--- config.mk ---
export PLATFORM = sky130hd
export DESIGN_NAME = ring_buffer_pointer_control
export DESIGN_NICKNAME = d
export VERILOG_FILES = /design/src/hw/rtl/rbpc_pkg.sv /design/src/hw/rtl/ring_buffer_pointer_control.sv /design/src/hw/rtl/rbpc_front.sv /design/src/hw/rtl/rbpc_queue.sv /design/src/hw/rtl/rbpc_back.sv
export SDC_FILE = /design/constraint.sdc
export NUM_CORES = 1
export LEC_CHECK = 0
export BUFFER_PORTS_ARGS = -buffer_cell sky130_fd_sc_hd__buf_2
export CAP_MARGIN = 30
export CORE_UTILIZATION = 55
export DETAILED_ROUTE_END_ITERATION = 8
export GPL_ROUTABILITY_DRIVEN = 1
export PLACE_DENSITY_LB_ADDON = 0.12
export SYNTH_ARGS = -nofsm -noshare
export SYNTH_HDL_FRONTEND = slang
export SYNTH_HIERARCHICAL = 1
export SYNTH_SLANG_ARGS = --single-unit
--- constraint.sdc ---
create_clock -name clk -period 15.87 [get_ports clk]
set_clock_uncertainty 0.15 [all_clocks]
set_input_delay 1.587 -clock clk [delete_from_list [all_inputs] [get_ports clk]]
set_output_delay 1.587 -clock clk [all_outputs]
set_load 0.05 [all_outputs]
--- src/hw/rtl/rbpc_pkg.sv ---
`timescale 1ns / 1ps
`default_nettype none
// ----------------------------------------------------------------------------
// rbpc_pkg - ring buffer pointer control shared definitions
// Function codes, internal operation codes and sizing defaults.
// ----------------------------------------------------------------------------
package rbpc_pkg;

  localparam int RING_MAX_DEFAULT = 1024;
  localparam int SIZE_RESET       = 1024;
  localparam int SIZE_MIN         = 2;
  localparam int FUNC_W           = 3;
  localparam int QUEUE_DEPTH      = 2;

  localparam logic [FUNC_W-1:0] FUNC_WR_RESERVE = 3'd0;
  localparam logic [FUNC_W-1:0] FUNC_WR_COMMIT  = 3'd1;
  localparam logic [FUNC_W-1:0] FUNC_RD_RESERVE = 3'd2;
  localparam logic [FUNC_W-1:0] FUNC_CONSUME    = 3'd3;
  localparam logic [FUNC_W-1:0] FUNC_CONS_UPTO  = 3'd4;
  localparam logic [FUNC_W-1:0] FUNC_PEEK       = 3'd5;

  localparam logic STATUS_OK  = 1'b0;
  localparam logic STATUS_ERR = 1'b1;

  typedef enum logic [2:0] {
    OP_WR_RESERVE,
    OP_WR_COMMIT,
    OP_RD_RESERVE,
    OP_CONSUME,
    OP_CONS_UPTO,
    OP_PEEK,
    OP_NONE
  } op_t;

  localparam int OP_W = $bits(op_t);

endpackage
`default_nettype wire

--- src/hw/rtl/ring_buffer_pointer_control.sv ---
`timescale 1ns / 1ps
`default_nettype none
// ----------------------------------------------------------------------------
// ring_buffer_pointer_control - SPSC ring index controller
// Reserve/commit/consume/peek bookkeeping for a ring with one separator slot.
// ----------------------------------------------------------------------------
// Usage:
//   Input channel (in_valid/in_stall) carries one operation per beat:
//   in_func selects the operation, in_count its slot count. Each beat gives
//   exactly one result beat on out_valid/out_stall with run lengths, totals,
//   fill level, free slots and the full flag.
//   cfg_wr_en/cfg_wr_data write the ring size (clamped to 2..RING_MAX) and
//   clear all pointers; write only while no operation is in flight.
//   From input accept, an operation passes the front end register, the queue
//   and the back end sequencer (dequeue, copy refresh, split/update, status)
//   before out_valid; the back end finishes one operation before the next.
//   A two-entry queue sits between front end and back end; the result is
//   held in an output register, so a stalled receiver only blocks the back
//   end once its result is done, and the front end keeps accepting until
//   the queue fills.
//   Reset (synchronous, rst_n low) sets ring size to min(1024, RING_MAX),
//   clears all pointers and drops any pending beats.
// ----------------------------------------------------------------------------
module ring_buffer_pointer_control #(
  parameter int  RING_MAX = rbpc_pkg::RING_MAX_DEFAULT,
  localparam int PTR_W    = $clog2(RING_MAX),
  localparam int SIZE_W   = $clog2(RING_MAX + 1)
) (
  input  wire logic                        clk,
  input  wire logic                        rst_n,
  input  wire logic                        cfg_wr_en,
  input  wire logic [SIZE_W-1:0]           cfg_wr_data,
  input  wire logic                        in_valid,
  output logic                             in_stall,
  input  wire logic [rbpc_pkg::FUNC_W-1:0] in_func,
  input  wire logic [SIZE_W-1:0]           in_count,
  output logic                             out_valid,
  input  wire logic                        out_stall,
  output logic                             out_status,
  output logic [PTR_W-1:0]                 out_offset,
  output logic [SIZE_W-1:0]                out_first_len,
  output logic [SIZE_W-1:0]                out_second_len,
  output logic [SIZE_W-1:0]                out_total,
  output logic [PTR_W-1:0]                 out_fill_level,
  output logic [PTR_W-1:0]                 out_free_slots,
  output logic                             out_is_full
);

  localparam int Q_W = rbpc_pkg::OP_W + SIZE_W;

  logic              q_full, q_push, q_pop, q_valid;
  rbpc_pkg::op_t     fr_op, bk_op;
  logic [SIZE_W-1:0] fr_count;
  logic [Q_W-1:0]    q_wr_data, q_rd_data;

  assign q_wr_data = {fr_op, fr_count};
  assign bk_op     = rbpc_pkg::op_t'(q_rd_data[SIZE_W +: rbpc_pkg::OP_W]);

  rbpc_front #(
    .SIZE_W (SIZE_W)
  ) u_front (
    .clk      (clk),
    .rst_n    (rst_n),
    .in_valid (in_valid),
    .in_stall (in_stall),
    .in_func  (in_func),
    .in_count (in_count),
    .q_full   (q_full),
    .q_push   (q_push),
    .q_op     (fr_op),
    .q_count  (fr_count)
  );

  rbpc_queue #(
    .DATA_W (Q_W),
    .DEPTH  (rbpc_pkg::QUEUE_DEPTH)
  ) u_queue (
    .clk     (clk),
    .rst_n   (rst_n),
    .push    (q_push),
    .wr_data (q_wr_data),
    .full    (q_full),
    .pop     (q_pop),
    .valid   (q_valid),
    .rd_data (q_rd_data)
  );

  rbpc_back #(
    .RING_MAX (RING_MAX),
    .PTR_W    (PTR_W),
    .SIZE_W   (SIZE_W)
  ) u_back (
    .clk            (clk),
    .rst_n          (rst_n),
    .cfg_wr_en      (cfg_wr_en),
    .cfg_wr_data    (cfg_wr_data),
    .q_valid        (q_valid),
    .q_op           (bk_op),
    .q_count        (q_rd_data[SIZE_W-1:0]),
    .q_pop          (q_pop),
    .out_valid      (out_valid),
    .out_stall      (out_stall),
    .out_status     (out_status),
    .out_offset     (out_offset),
    .out_first_len  (out_first_len),
    .out_second_len (out_second_len),
    .out_total      (out_total),
    .out_fill_level (out_fill_level),
    .out_free_slots (out_free_slots),
    .out_is_full    (out_is_full)
  );

`ifndef SYNTH
  a_err_clean: assert property (@(posedge clk) disable iff (!rst_n)
    (out_valid && (out_status == rbpc_pkg::STATUS_ERR)) |->
      ((out_total == '0) && (out_first_len == '0) && (out_second_len == '0) &&
       (out_offset == '0)))
    else $error("error beat carries nonzero payload");

  a_full_free: assert property (@(posedge clk) disable iff (!rst_n)
    out_valid |-> (out_is_full == (out_free_slots == '0)))
    else $error("full flag disagrees with free slot count");

  a_runs_total: assert property (@(posedge clk) disable iff (!rst_n)
    out_valid |->
      (((SIZE_W+1)'(out_first_len) + (SIZE_W+1)'(out_second_len)) <=
       (SIZE_W+1)'(out_total)))
    else $error("run lengths exceed reported total");
`endif

endmodule
`default_nettype wire

--- src/hw/rtl/rbpc_front.sv ---
`timescale 1ns / 1ps
`default_nettype none
// ----------------------------------------------------------------------------
// rbpc_front - request front end
// Takes input beats, decodes the function code and hands them to the queue.
// ----------------------------------------------------------------------------
module rbpc_front #(
  parameter int SIZE_W = 11
) (
  input  wire logic                        clk,
  input  wire logic                        rst_n,
  input  wire logic                        in_valid,
  output logic                             in_stall,
  input  wire logic [rbpc_pkg::FUNC_W-1:0] in_func,
  input  wire logic [SIZE_W-1:0]           in_count,
  input  wire logic                        q_full,
  output logic                             q_push,
  output rbpc_pkg::op_t                    q_op,
  output logic [SIZE_W-1:0]                q_count
);

  logic                fr_valid_r, fr_valid_nxt;
  rbpc_pkg::op_t       fr_op_r, fr_op_nxt;
  logic [SIZE_W-1:0]   fr_count_r, fr_count_nxt;
  logic                accept;
  rbpc_pkg::op_t       dec_op;

  always_comb begin
    case (in_func)
      rbpc_pkg::FUNC_WR_RESERVE: dec_op = rbpc_pkg::OP_WR_RESERVE;
      rbpc_pkg::FUNC_WR_COMMIT:  dec_op = rbpc_pkg::OP_WR_COMMIT;
      rbpc_pkg::FUNC_RD_RESERVE: dec_op = rbpc_pkg::OP_RD_RESERVE;
      rbpc_pkg::FUNC_CONSUME:    dec_op = rbpc_pkg::OP_CONSUME;
      rbpc_pkg::FUNC_CONS_UPTO:  dec_op = rbpc_pkg::OP_CONS_UPTO;
      rbpc_pkg::FUNC_PEEK:       dec_op = rbpc_pkg::OP_PEEK;
      default:                   dec_op = rbpc_pkg::OP_NONE;
    endcase
  end

  assign q_push   = fr_valid_r && !q_full;
  assign in_stall = fr_valid_r && q_full;
  assign accept   = in_valid && !in_stall;
  assign q_op     = fr_op_r;
  assign q_count  = fr_count_r;

  always_comb begin
    fr_valid_nxt = fr_valid_r;
    fr_op_nxt    = fr_op_r;
    fr_count_nxt = fr_count_r;
    if (q_push) begin
      fr_valid_nxt = 1'b0;
    end
    if (accept) begin
      fr_valid_nxt = 1'b1;
      fr_op_nxt    = dec_op;
      fr_count_nxt = in_count;
    end
  end

  always_ff @(posedge clk) begin
    if (!rst_n) begin
      fr_valid_r <= 1'b0;
    end else begin
      fr_valid_r <= fr_valid_nxt;
    end
    fr_op_r    <= fr_op_nxt;
    fr_count_r <= fr_count_nxt;
  end

endmodule
`default_nettype wire

--- src/hw/rtl/rbpc_queue.sv ---
`timescale 1ns / 1ps
`default_nettype none
// ----------------------------------------------------------------------------
// rbpc_queue - decoupling queue
// Small flop-based FIFO between the front end and the execution back end.
// ----------------------------------------------------------------------------
module rbpc_queue #(
  parameter int DATA_W = 14,
  parameter int DEPTH  = rbpc_pkg::QUEUE_DEPTH
) (
  input  wire logic              clk,
  input  wire logic              rst_n,
  input  wire logic              push,
  input  wire logic [DATA_W-1:0] wr_data,
  output logic                   full,
  input  wire logic              pop,
  output logic                   valid,
  output logic [DATA_W-1:0]      rd_data
);

  localparam int AW = (DEPTH > 1) ? $clog2(DEPTH) : 1;
  localparam int CW = $clog2(DEPTH + 1);

  logic [DATA_W-1:0] mem_r [DEPTH];
  logic [AW-1:0]     wr_ptr_r, wr_ptr_nxt;
  logic [AW-1:0]     rd_ptr_r, rd_ptr_nxt;
  logic [CW-1:0]     level_r, level_nxt;
  logic              do_push, do_pop;

  assign full    = (level_r == CW'(DEPTH));
  assign valid   = (level_r != '0);
  assign rd_data = mem_r[rd_ptr_r];
  assign do_push = push && !full;
  assign do_pop  = pop && valid;

  always_comb begin
    wr_ptr_nxt = wr_ptr_r;
    rd_ptr_nxt = rd_ptr_r;
    level_nxt  = level_r;
    if (do_push) begin
      wr_ptr_nxt = (wr_ptr_r == AW'(DEPTH - 1)) ? '0 : wr_ptr_r + AW'(1);
    end
    if (do_pop) begin
      rd_ptr_nxt = (rd_ptr_r == AW'(DEPTH - 1)) ? '0 : rd_ptr_r + AW'(1);
    end
    if (do_push && !do_pop) begin
      level_nxt = level_r + CW'(1);
    end else if (do_pop && !do_push) begin
      level_nxt = level_r - CW'(1);
    end
  end

  always_ff @(posedge clk) begin
    if (!rst_n) begin
      wr_ptr_r <= '0;
      rd_ptr_r <= '0;
      level_r  <= '0;
    end else begin
      wr_ptr_r <= wr_ptr_nxt;
      rd_ptr_r <= rd_ptr_nxt;
      level_r  <= level_nxt;
    end
    if (do_push) begin
      mem_r[wr_ptr_r] <= wr_data;
    end
  end

endmodule
`default_nettype wire

--- src/hw/rtl/rbpc_back.sv ---
`timescale 1ns / 1ps
`default_nettype none
// ----------------------------------------------------------------------------
// rbpc_back - pointer execution back end
// Holds ring size and pointers, executes one operation in three steps and
// drives the result register.
// ----------------------------------------------------------------------------
module rbpc_back #(
  parameter int RING_MAX = rbpc_pkg::RING_MAX_DEFAULT,
  parameter int PTR_W    = $clog2(RING_MAX),
  parameter int SIZE_W   = $clog2(RING_MAX + 1)
) (
  input  wire logic              clk,
  input  wire logic              rst_n,
  input  wire logic              cfg_wr_en,
  input  wire logic [SIZE_W-1:0] cfg_wr_data,
  input  wire logic              q_valid,
  input  wire rbpc_pkg::op_t     q_op,
  input  wire logic [SIZE_W-1:0] q_count,
  output logic                   q_pop,
  output logic                   out_valid,
  input  wire logic              out_stall,
  output logic                   out_status,
  output logic [PTR_W-1:0]       out_offset,
  output logic [SIZE_W-1:0]      out_first_len,
  output logic [SIZE_W-1:0]      out_second_len,
  output logic [SIZE_W-1:0]      out_total,
  output logic [PTR_W-1:0]       out_fill_level,
  output logic [PTR_W-1:0]       out_free_slots,
  output logic                   out_is_full
);

  localparam int RESET_SIZE = (RING_MAX < rbpc_pkg::SIZE_RESET) ? RING_MAX
                                                                : rbpc_pkg::SIZE_RESET;

  typedef enum logic [1:0] {S_IDLE, S_SEEN, S_APPLY, S_STAT} state_t;

  function automatic logic [PTR_W-1:0] items_f(input logic [PTR_W-1:0] h,
                                               input logic [PTR_W-1:0] t,
                                               input logic [SIZE_W-1:0] n);
    logic [SIZE_W-1:0] d;
    if (h >= t) begin
      d = SIZE_W'(h) - SIZE_W'(t);
    end else begin
      d = SIZE_W'(h) + n - SIZE_W'(t);
    end
    return PTR_W'(d);
  endfunction

  function automatic logic [PTR_W-1:0] adv_f(input logic [PTR_W-1:0] p,
                                             input logic [SIZE_W-1:0] a,
                                             input logic [SIZE_W-1:0] n);
    logic [SIZE_W:0] s;
    s = (SIZE_W+1)'(p) + (SIZE_W+1)'(a);
    if (s >= (SIZE_W+1)'(n)) begin
      s = s - (SIZE_W+1)'(n);
    end
    return PTR_W'(s);
  endfunction

  state_t              state_r, state_nxt;
  logic [SIZE_W-1:0]   ring_size_r, ring_size_nxt;
  logic [PTR_W-1:0]    wi_r, wi_nxt, ri_r, ri_nxt;
  logic [PTR_W-1:0]    wtc_r, wtc_nxt, rhc_r, rhc_nxt;
  rbpc_pkg::op_t       op_r, op_nxt;
  logic [SIZE_W-1:0]   count_r, count_nxt;
  logic [SIZE_W-1:0]   seen_r, seen_nxt;
  logic [PTR_W-1:0]    fill_r, fill_nxt;
  logic                res_status_r, res_status_nxt;
  logic [PTR_W-1:0]    res_offset_r, res_offset_nxt;
  logic [SIZE_W-1:0]   res_first_r, res_first_nxt;
  logic [SIZE_W-1:0]   res_second_r, res_second_nxt;
  logic [SIZE_W-1:0]   res_total_r, res_total_nxt;
  logic                out_valid_r, out_valid_nxt;
  logic                out_status_r, out_status_nxt;
  logic [PTR_W-1:0]    out_offset_r, out_offset_nxt;
  logic [SIZE_W-1:0]   out_first_r, out_first_nxt;
  logic [SIZE_W-1:0]   out_second_r, out_second_nxt;
  logic [SIZE_W-1:0]   out_total_r, out_total_nxt;
  logic [PTR_W-1:0]    out_fill_r, out_fill_nxt;
  logic [PTR_W-1:0]    out_free_r, out_free_nxt;
  logic                out_full_r, out_full_nxt;

  logic [PTR_W-1:0]    w_copy_items, r_old, r_new, st_fill;
  logic                r_refresh;
  logic [SIZE_W-1:0]   wa, wb, ra, rb, rn, room, rest, free_e, upto_amt, st_free;
  logic [SIZE_W-1:0]   wi_e, ri_e, wtc_e, rhc_e, fill_e;
  logic                out_load;

  assign q_pop          = (state_r == S_IDLE) && q_valid;
  assign out_load       = (state_r == S_STAT) && (!out_valid_r || !out_stall);
  assign out_valid      = out_valid_r;
  assign out_status     = out_status_r;
  assign out_offset     = out_offset_r;
  assign out_first_len  = out_first_r;
  assign out_second_len = out_second_r;
  assign out_total      = out_total_r;
  assign out_fill_level = out_fill_r;
  assign out_free_slots = out_free_r;
  assign out_is_full    = out_full_r;

  assign wi_e   = SIZE_W'(wi_r);
  assign ri_e   = SIZE_W'(ri_r);
  assign wtc_e  = SIZE_W'(wtc_r);
  assign rhc_e  = SIZE_W'(rhc_r);
  assign fill_e = SIZE_W'(fill_r);

  // step 1: copy refresh decisions
  always_comb begin
    w_copy_items = items_f(wi_r, wtc_r, ring_size_r);
    r_old        = items_f(rhc_r, ri_r, ring_size_r);
    r_new        = items_f(wi_r, ri_r, ring_size_r);
    case (op_r)
      rbpc_pkg::OP_RD_RESERVE: r_refresh = (r_old == '0);
      rbpc_pkg::OP_CONS_UPTO:  r_refresh = (SIZE_W'(r_old) < count_r);
      rbpc_pkg::OP_PEEK:       r_refresh = (SIZE_W'(r_old) < count_r);
      default:                 r_refresh = 1'b0;
    endcase
  end

  // step 2: splits and pointer moves
  always_comb begin
    if (wtc_e <= wi_e) begin
      if (wtc_r == '0) begin
        wa = ring_size_r - wi_e - SIZE_W'(1);
        wb = '0;
      end else begin
        wa = ring_size_r - wi_e;
        wb = wtc_e - SIZE_W'(1);
      end
    end else begin
      wa = wtc_e - wi_e - SIZE_W'(1);
      wb = '0;
    end
    rn = ((op_r == rbpc_pkg::OP_PEEK) && (count_r < seen_r)) ? count_r : seen_r;
    room = ring_size_r - ri_e;
    if (ri_e < rhc_e) begin
      ra   = rn;
      rest = '0;
      rb   = '0;
    end else begin
      ra   = (room > rn) ? rn : room;
      rest = rn - ra;
      rb   = (rhc_e < rest) ? rhc_e : rest;
    end
    free_e   = ring_size_r - SIZE_W'(1) - fill_e;
    upto_amt = (seen_r < count_r) ? seen_r : count_r;
  end

  // step 3: status from the true pointers
  always_comb begin
    st_fill = items_f(wi_r, ri_r, ring_size_r);
    st_free = ring_size_r - SIZE_W'(1) - SIZE_W'(st_fill);
  end

  always_comb begin
    state_nxt      = state_r;
    ring_size_nxt  = ring_size_r;
    wi_nxt         = wi_r;
    ri_nxt         = ri_r;
    wtc_nxt        = wtc_r;
    rhc_nxt        = rhc_r;
    op_nxt         = op_r;
    count_nxt      = count_r;
    seen_nxt       = seen_r;
    fill_nxt       = fill_r;
    res_status_nxt = res_status_r;
    res_offset_nxt = res_offset_r;
    res_first_nxt  = res_first_r;
    res_second_nxt = res_second_r;
    res_total_nxt  = res_total_r;
    out_valid_nxt  = out_valid_r && out_stall;
    out_status_nxt = out_status_r;
    out_offset_nxt = out_offset_r;
    out_first_nxt  = out_first_r;
    out_second_nxt = out_second_r;
    out_total_nxt  = out_total_r;
    out_fill_nxt   = out_fill_r;
    out_free_nxt   = out_free_r;
    out_full_nxt   = out_full_r;

    case (state_r)
      S_IDLE: begin
        if (q_valid) begin
          op_nxt    = q_op;
          count_nxt = q_count;
          state_nxt = S_SEEN;
        end
      end
      S_SEEN: begin
        if ((op_r == rbpc_pkg::OP_WR_RESERVE) &&
            (SIZE_W'(w_copy_items) == ring_size_r - SIZE_W'(1))) begin
          wtc_nxt = ri_r;
        end
        if (r_refresh) begin
          rhc_nxt  = wi_r;
          seen_nxt = SIZE_W'(r_new);
        end else begin
          seen_nxt = SIZE_W'(r_old);
        end
        fill_nxt  = r_new;
        state_nxt = S_APPLY;
      end
      S_APPLY: begin
        res_status_nxt = rbpc_pkg::STATUS_OK;
        res_offset_nxt = '0;
        res_first_nxt  = '0;
        res_second_nxt = '0;
        res_total_nxt  = '0;
        case (op_r)
          rbpc_pkg::OP_WR_RESERVE: begin
            res_offset_nxt = wi_r;
            res_first_nxt  = wa;
            res_second_nxt = wb;
            res_total_nxt  = wa + wb;
          end
          rbpc_pkg::OP_WR_COMMIT: begin
            if (count_r > free_e) begin
              res_status_nxt = rbpc_pkg::STATUS_ERR;
            end else begin
              wi_nxt        = adv_f(wi_r, count_r, ring_size_r);
              res_total_nxt = count_r;
            end
          end
          rbpc_pkg::OP_RD_RESERVE, rbpc_pkg::OP_PEEK: begin
            res_offset_nxt = ri_r;
            res_first_nxt  = ra;
            res_second_nxt = rb;
            res_total_nxt  = seen_r;
          end
          rbpc_pkg::OP_CONSUME: begin
            if ((count_r == '0) || (count_r > fill_e)) begin
              res_status_nxt = rbpc_pkg::STATUS_ERR;
            end else begin
              ri_nxt        = adv_f(ri_r, count_r, ring_size_r);
              res_total_nxt = count_r;
            end
          end
          rbpc_pkg::OP_CONS_UPTO: begin
            ri_nxt        = adv_f(ri_r, upto_amt, ring_size_r);
            res_total_nxt = upto_amt;
          end
          default: begin
          end
        endcase
        state_nxt = S_STAT;
      end
      S_STAT: begin
        if (out_load) begin
          out_valid_nxt  = 1'b1;
          out_status_nxt = res_status_r;
          out_offset_nxt = res_offset_r;
          out_first_nxt  = res_first_r;
          out_second_nxt = res_second_r;
          out_total_nxt  = res_total_r;
          out_fill_nxt   = st_fill;
          out_free_nxt   = PTR_W'(st_free);
          out_full_nxt   = (adv_f(wi_r, SIZE_W'(1), ring_size_r) == ri_r);
          state_nxt      = S_IDLE;
        end
      end
      default: begin
        state_nxt = S_IDLE;
      end
    endcase

    if (cfg_wr_en) begin
      if (cfg_wr_data < SIZE_W'(rbpc_pkg::SIZE_MIN)) begin
        ring_size_nxt = SIZE_W'(rbpc_pkg::SIZE_MIN);
      end else if (cfg_wr_data > SIZE_W'(RING_MAX)) begin
        ring_size_nxt = SIZE_W'(RING_MAX);
      end else begin
        ring_size_nxt = cfg_wr_data;
      end
      wi_nxt  = '0;
      ri_nxt  = '0;
      wtc_nxt = '0;
      rhc_nxt = '0;
    end
  end

  always_ff @(posedge clk) begin
    if (!rst_n) begin
      state_r     <= S_IDLE;
      out_valid_r <= 1'b0;
      ring_size_r <= SIZE_W'(RESET_SIZE);
      wi_r        <= '0;
      ri_r        <= '0;
      wtc_r       <= '0;
      rhc_r       <= '0;
    end else begin
      state_r     <= state_nxt;
      out_valid_r <= out_valid_nxt;
      ring_size_r <= ring_size_nxt;
      wi_r        <= wi_nxt;
      ri_r        <= ri_nxt;
      wtc_r       <= wtc_nxt;
      rhc_r       <= rhc_nxt;
    end
    op_r         <= op_nxt;
    count_r      <= count_nxt;
    seen_r       <= seen_nxt;
    fill_r       <= fill_nxt;
    res_status_r <= res_status_nxt;
    res_offset_r <= res_offset_nxt;
    res_first_r  <= res_first_nxt;
    res_second_r <= res_second_nxt;
    res_total_r  <= res_total_nxt;
    out_status_r <= out_status_nxt;
    out_offset_r <= out_offset_nxt;
    out_first_r  <= out_first_nxt;
    out_second_r <= out_second_nxt;
    out_total_r  <= out_total_nxt;
    out_fill_r   <= out_fill_nxt;
    out_free_r   <= out_free_nxt;
    out_full_r   <= out_full_nxt;
  end

endmodule
`default_nettype wire

==> summary.txt, run 1 <==
Yosys
  – Post-Synth Simple-Gate Area: 13.73%
  – Largest family of logic cells by synthesized area: adder cells
  – Post-synthesis sequential area ratio: 31.19%
  – EDFF count, synth: 185
  – Asr flop ratio synth: 0%
  – Synth Area in Compound Gates: 18.55%
  – Most used flip-flop cell after synthesis: edfxtp_1
  – FF+latch count, synth: 245
  – Area of the mapped netlist: 21660 um^2
  – Mux share of post-synthesis cell area: 5.557%
  – Unique masters post-synth: 97
  – Syn_area_per_cell: 9.463 um^2
  – Mapped Cells: 2289
  – Yosys warning count: 6
  – Mapped Nets: 2624
  – Synth Area in Adders: 18.59%
  – XOR/XNOR share of the synthesized area: 7.758%

STA
  – Setup violators final: 0
  – Hold Worst Slack: 0.2668 ns
  – Final min period: 8.568 ns
  – Min setup slack post-route: 7.302 ns
  – Slew @ Worst Pin: 1.083 ns
  – Final period utilization: 53.99%
  – TNS Setup: 0 ns
  – Final Hold Fails: 0
  – RSZ-0062 raised after global routing: no
  – Max Clk Rate: 116.7 MHz
  – Max-slew violations: 0
  – Max_slew headroom: 27.66%

GRT
  – GRT overflow: 0
  – Total GRT Usage: 36.35%
  – Initial antenna violation count: 2
  – First-pass GRT wire length: 109.7 mm
  – Vias in the first global route: 17948
  – Largest net degree at the start of global routing: 66

Place
  – GPL Wtd Cong: 1.016
  – Place WS: 7.486 ns
  – Post-DP HPWL: 56.71 mm
  – Cells after DPL: 2897
  – Number of port buffers: 96

CTS
  – Post-CTS sizing: 0
  – Post-CTS Setup Bufs: 0
  – CTS tree: done
  – Hold Buf Count CTS: 0
  – Clock sink total: 245
  – CTS root buffer: clkbuf_16
  – Worst-path clk slew: 0.07 ns
  – Cts bufs inserted: 28
  – Clock buffer depth: 3
  – Worst skew pair latency: 0.62 ns
  – CTS H-tree lvls: 1

Finish
  – Nets@finish: 2745
  – Area delta synth->final: 10.44%
  – Layout cells sized above 1: 11.10%
  – Non-filler cells, final: 2952

Setup path
  – Max Fanout on Critical Path: 17
  – Reg-to-Reg Start: u_back/count_r[1]
  – Reg2reg end: u_back/res_second_r[4]
  – Critical Path Slowest Stage Cell: o21bai_1
  – Crit end category: flop
  – Reg2Reg Depth: 34
  – Crit path kind: flop to flop
  – WP data arrival: 8.79 ns
  – R2R setup slack: 7.30 ns
  – Startpoint Class: flop
  – Crit path capture: u_back/res_second_r[4]
  – Max incr delay on CP: 0.85 ns
  – Worst Setup SP: u_back/count_r[1]
  – Req. time, crit path: 16.09 ns

Detailed routing
  – Top Layer Used: met4
  – Total number of vias: 18483
  – First-pass DRT Iterations: 8
  – Wire length per cell: 24.81 um
  – Vias per cell: 6.261
  – Met2 WL: 32.59 mm
  – M1 WL: 29.59 mm
  – Met3 WL: 6.424 mm
  – Detail Route Antenna Nets: 0
  – DRC Markers: 0
  – Drt total wl: 73.23 mm
  – Initial drt markers: 1609

Power and ir drop
  – Switching pwr: 1418 uW
  – Comb pwr share: 52.1%
  – Flop pwr share: 27.2%
  – Sw Ratio: 43.19%
  – Worst VDD drop: 145.6 uV
  – Leakage: 0.01029 uW
  – Internal: 1866 uW
  – P per Cell Area: 137.3 nW/um^2
  – Clock power share: 20.7%

Min path
  – HP Class: flop to flop

Floorplan
  – IO Count: 97
  – Die X: 200.5 um
  – # rows: 72
  – Starting Density: 55.92%
  – Die Y: 200.5 um
  – Die area: 40180 um^2
  – CORE AREA: 38740 um^2

Flow run
  – Maxcap violations: 0

Outcome
  – Outcome: finished clean
## power by group through the flow
stage / logic, uW / clock network [uW] / registers, uW
after floorplan: 1210 / 0 / 906
after global placement: 1640 / 0 / 901
after detailed placement: 1670 / 0 / 904
after CTS: 1680 / 689 / 891
after global routing: 1880 / 716 / 900
final: 1710 / 680 / 893
## registers in the layout, summed over array words and instances, names as in the netlist, 2 cells and up, named ones only
register,count
u_queue/mem_r,28
u_back/count_r,11
u_back/out_first_len,11
u_back/out_second_len,11
u_back/out_total,11
u_back/res_first_r,11
u_back/res_second_r,11
u_back/res_total_r,11
u_back/ring_size_r,11
u_front/q_count,11
u_back/fill_r,10
u_back/out_fill_level,10
u_back/out_free_slots,10
u_back/out_offset,10
u_back/res_offset_r,10
u_back/rhc_r,10
u_back/ri_r,10
u_back/seen_r,10
u_back/wi_r,10
u_back/wtc_r,10
u_back/op_r,3
u_front/q_op,3
u_back/state_r,2
u_queue/level_r,2
## metrics by stage
step                      power (uW)  utilization [%]  instance area, um^2
after CTS                       3264            61.69                23900
after detailed placement        2576            59.19                22930
final                           3284            61.76                23920
after floorplan                 2115                -                21660
after global placement          2543            59.10                22890
after global routing            3497            61.74                23920
## placed cells by master, fill, tap and decap left out, types with 55 or more instances in the layout
master / netlist / routed
mux2i_1: 82 / 82
a21oi_1: 134 / 133
xor2_1: 55 / 55
a21o_1: 62 / 62
xnor2_1: 135 / 135
nor3_1: 61 / 60
o21ai_0: 106 / 106
buf_2: 9 / 96
nand2_1: 142 / 142
edfxtp_1: 185 / 185
ha_1: 277 / 276
inv_1: 201 / 201
nor2_1: 109 / 109
dfxtp_1: 60 / 60
## Yosys cell counts (19+ instances only)
cell      count  share of area (%)
mux2_2       32                1.7
edfxtp_1    185                 26
o31ai_1      19               0.66
o21bai_1     22               0.76
xnor2_1     135                5.5
a21oi_1     134                3.1
o21a_1       43                1.5
nand3_1      46                1.1
a21o_1       62                2.1
dfxtp_1      60                5.5
xor2_1       55                2.2
mux2i_1      82                3.8
nor2b_1      47                1.4
ha_1        277                 16
nand2_1     142                2.5
clkbuf_1     34               0.59
or3_1        20               0.58
o21ai_0     106                2.4
a211oi_1     20               0.69
nor2_1      109                1.9
fa_1         28                2.6
inv_1       201                3.5
nor3_1       61                1.4
nand4_1      26               0.75
## how the worst min path moves through the flow
stage / start / endpoint / cells after the start
floorplan: u_back/res_first_r[0] / u_back/out_first_len[0] / 0
global placement: u_back/res_total_r[9] / u_back/out_total[9] / 0
detailed placement: u_back/res_offset_r[2] / u_back/out_offset[2] / 0
CTS: u_back/res_total_r[4] / u_back/out_total[4] / 0
global route: u_back/res_total_r[8] / u_back/out_total[8] / 0
finish: u_back/res_second_r[9] / u_back/out_second_len[9] / 0
## routing by layer
metal / global-route usage, % / up-vias
li1: - / 8686
met1: 46.98 / 8779
met2: 57.64 / 808
met3: 5.925 / 210
met4: 21.21 / 0
met5: 0 / -
## layout make-up
| class | count | area [um^2] |
|---|---|---|
| diodes | 2 | 5.005 |
| clock buffers | 28 | 700.7 |
| clock inverters | 24 | 270.3 |
| fillers | 3373 | 14810 |
| inverters | 202 | 758.2 |
| multi-input cells | 1791 | 13940 |
| flip-flops and latches | 245 | 6756 |
| well taps | 518 | 648.1 |
| repair buffers | 142 | 842.1 |
## worst max-delay path, delay by kind of cell (launching register included)
family	cells	cell delay, ns
and+or+nand+nor	6	0.98
xor gates and xnor gates	1	0.16
AOI/OAI and AO/OA	18	3.86
muxes	2	0.82
DFF	1	0.66
adders and majority gates	4	1.16
buffers and inverters	3	0.52
## cells by family after synthesis
group / after synthesis
multiplexers: 116
buffers and inverters: 253
adder cells (fa/ha/maj): 305
other: 2
AND/OR/NAND/NOR: 578
AO/OA/AOI/OAI: 599
flip-flops: 245
XOR/XNOR: 191
Power figures use the tool's default switching activity.
==> inputs of run 2 (changes only) <==
==> constraint.sdc (replaced) <==
create_clock -name clk -period 8.3 [get_ports clk]
set_clock_uncertainty 0.15 [all_clocks]
set_input_delay 0.83 -clock clk [delete_from_list [all_inputs] [get_ports clk]]
set_output_delay 0.83 -clock clk [all_outputs]
set_load 0.05 [all_outputs]
==> summary.txt, run 2 (same netlist as run 1, synthesis figures left out) <==
Outcome
  – Outcome: finished clean

Power and ir drop
  – P per Cell Area: 261.1 nW/um^2 (+90%)
  – Worst VDD drop: 274.8 uV (+89%)
  – Leakage: 0.01032 uW (+0.25%)

GRT
  – Met3 Use GR: 6.510% (+0.58 points)
  – Global route hottest layer: met2
  – GR met2 Demand/Resource: 58.78% (+1.1 points)
  – Global routing usage on met1: 47.16% (+0.18 points)
  – Initial antenna violation count: 4 (+2)
  – First-pass GRT wire length: 110.2 mm (+0.48%)
  – Vias in the first global route: 17897 (-0.28%)
  – Largest net degree at the start of global routing: 66 (unchanged)
  – GRT overflow: 0 (unchanged)
  – Total GRT Usage: 36.67% (+0.32 points)

CTS
  – CTS tree: done
  – CTS root buffer: clkbuf_16
  – Post-CTS Setup Bufs: 0 (unchanged)
  – Clock sink total: 245 (unchanged)
  – Worst-path clk slew: 0.07 ns (about the same)
  – Clock buffer depth: 3 (unchanged)
  – CTS H-tree lvls: 1 (unchanged)
  – Worst skew pair latency: 0.60 ns (-0.02 ns)
  – Cts bufs inserted: 28 (unchanged)

Setup path
  – Reg2Reg Depth: 30 (-12%)
  – Reg2reg end: u_back/res_second_r[4]
  – WP data arrival: 7.68 ns (-1.11 ns)
  – Crit path kind: flop to flop
  – Crit end category: flop
  – Req. time, crit path: 8.51 ns (-7.58 ns)
  – Max incr delay on CP: 0.44 ns (-0.41 ns)
  – Reg-to-Reg Start: u_back/ring_size_r[0]
  – Max Fanout on Critical Path: 10 (-7)
  – Startpoint Class: flop
  – Critical path's most frequent cell: ha_1
  – Critical Path Slowest Stage Cell: dfxtp_2
  – R2R setup slack: 0.84 ns (-6.47 ns)

Finish
  – Fill cells: 3409 (+1.1%)
  – Max reg flops: 28 (unchanged)
  – Sequential cell area: 6758 um^2 (about the same)
  – Nets@finish: 2760 (+0.55%)
  – Multi-input logic area: 13950 um^2 (about the same)
  – Most frequent cells in the layout: 276 x ha_1, 201 x inv_1, 185 x edfxtp_1, 142 x nand2_1, 135 x xnor2_1
  – Leading cell type in the layout, fill and taps excluded: ha_1
  – Non-filler cells, final: 2966 (+0.47%)
  – Largest Register: u_queue/mem_r
  – Layout cells sized above 1: 11.49% (+0.39 points)
  – Area delta synth->final: 10.69%

Floorplan
  – # rows: 72 (unchanged)
  – Starting Density: 55.92% (unchanged)
  – Die X: 200.5 um (unchanged)
  – Die Y: 200.5 um (unchanged)
  – CORE AREA: 38740 um^2 (unchanged)
  – IO Count: 97 (unchanged)
  – Die area: 40180 um^2 (unchanged)

STA
  – Final period utilization: 89.93% (+36 points)
  – Max Clk Rate: 134.0 MHz (+15%)
  – Max-slew violations: 0 (unchanged)
  – TNS Setup: 0 ns (unchanged)
  – Max_slew headroom: 31.33% (+3.7 points)
  – Hold Worst Slack: 0.2656 ns (-0.001198 ns)
  – Slew @ Worst Pin: 1.030 ns (-0.05285 ns)
  – RSZ-0062 raised after global routing: no
  – Final Hold Fails: 0 (unchanged)
  – Final min period: 7.464 ns (-1.103 ns)
  – Setup violators final: 0 (unchanged)

Flow run
  – Maxcap violations: 0 (unchanged)

Place
  – Post-DP HPWL: 58.49 mm (+3.1%)
  – Number of port buffers: 96 (unchanged)
  – GPL Wtd Cong: 0.9888 (-2.7%)
  – Cells after DPL: 2913 (+0.55%)

Min path
  – Worst Hold Depth: 1 (+1)
  – Worst Hold End: u_front/q_count[4]
  – Min-delay src: in_count[4]
  – HP Class: input pin to flop

Detailed routing
  – DRC Markers: 0 (unchanged)
  – Detail Route Antenna Nets: 0 (unchanged)
  – Initial drt markers: 1782 (+11%)
  – Wire length per cell: 25.18 um (+1.5%)
  – Total number of vias: 18788 (+1.7%)
  – First-pass DRT Iterations: 6 (-2)
  – Vias per cell: 6.334 (+1.2%)
  – Drt total wl: 74.67 mm (+2.0%)
[run 2: changes by cell type in the layout (fill, tap and decap cells not counted), sizes merged]
cell | previous run | this run
clkbuf | 28 | 34
buf | 142 | 157
clkinv | 10 | 12
clkinvlp | 4 | 3
bufinv | 3 | 2
inv | 209 | 202
[run 2: what timing repair did]
action | CTS | global route
endpoints found under the setup margin | 0 | 4
resized for setup | 0 | 3
hold buffers | 0 | 0
[run 2: power breakdown]
part	switching (uW)	internal (uW)	total, uW
Sequential	106	1560	1660
Combinational	2060	1300	3360
Clock	538	703	1240
[run 2: cell type report]
type,instances,share of cell area (%)
diodes,2,0.02087
clock buffers,34,3.100
clock inverters,17,0.7306
inverters,202,3.162
multi-input cells,1791,58.17
flip-flops and latches,245,28.18
well taps,518,2.703
repair buffers,157,3.929
[run 2: through the flow]
step / total power (uW) / util (%) / area [um^2] / setup slack (ns)
after floorplan: 4043 / - / 21660 / 1.102
after global placement: 4911 / 59.44 / 23030 / 0.8855
after detailed placement: 4960 / 59.49 / 23040 / 0.8215
after CTS: 6216 / 61.86 / 23960 / 0.7892
after global routing: 6632 / 61.88 / 23970 / 0.01329
final: 6259 / 61.90 / 23980 / 0.8356
[run 2: worst max-delay path, delay by kind of cell, from the launching register on]
family / cells / cell delay, ns
flip-flops: 1 / 0.44
AND/OR/NAND/NOR: 7 / 1.28
adder cells (fa/ha/maj): 5 / 1.42
multiplexers: 1 / 0.38
XOR/XNOR: 2 / 0.32
AO/OA/AOI/OAI: 13 / 2.83
buffers and inverters: 2 / 0.38
[run 2: worst max path at each step]
stage | from | endpoint | slack, ns
after floorplan | u_back/count_r[1] | u_back/res_second_r[9] | 1.10
after global placement | u_back/ring_size_r[0] | u_back/res_second_r[5] | 0.89
after detailed placement | u_back/ring_size_r[0] | u_back/res_second_r[5] | 0.82
after CTS | u_back/ring_size_r[0] | u_back/res_second_r[4] | 0.79
after global routing | u_back/count_r[5] | u_back/res_second_r[4] | 0.01
final | u_back/ring_size_r[0] | u_back/res_second_r[4] | 0.84
[run 2: layer usage]
metal | routed length, um | share of wire, %
met1 | 31000 | 42
met4 | 4565 | 6.1
met2 | 33110 | 44
met3 | 5961 | 8.0
met5 | 32 | 0.043
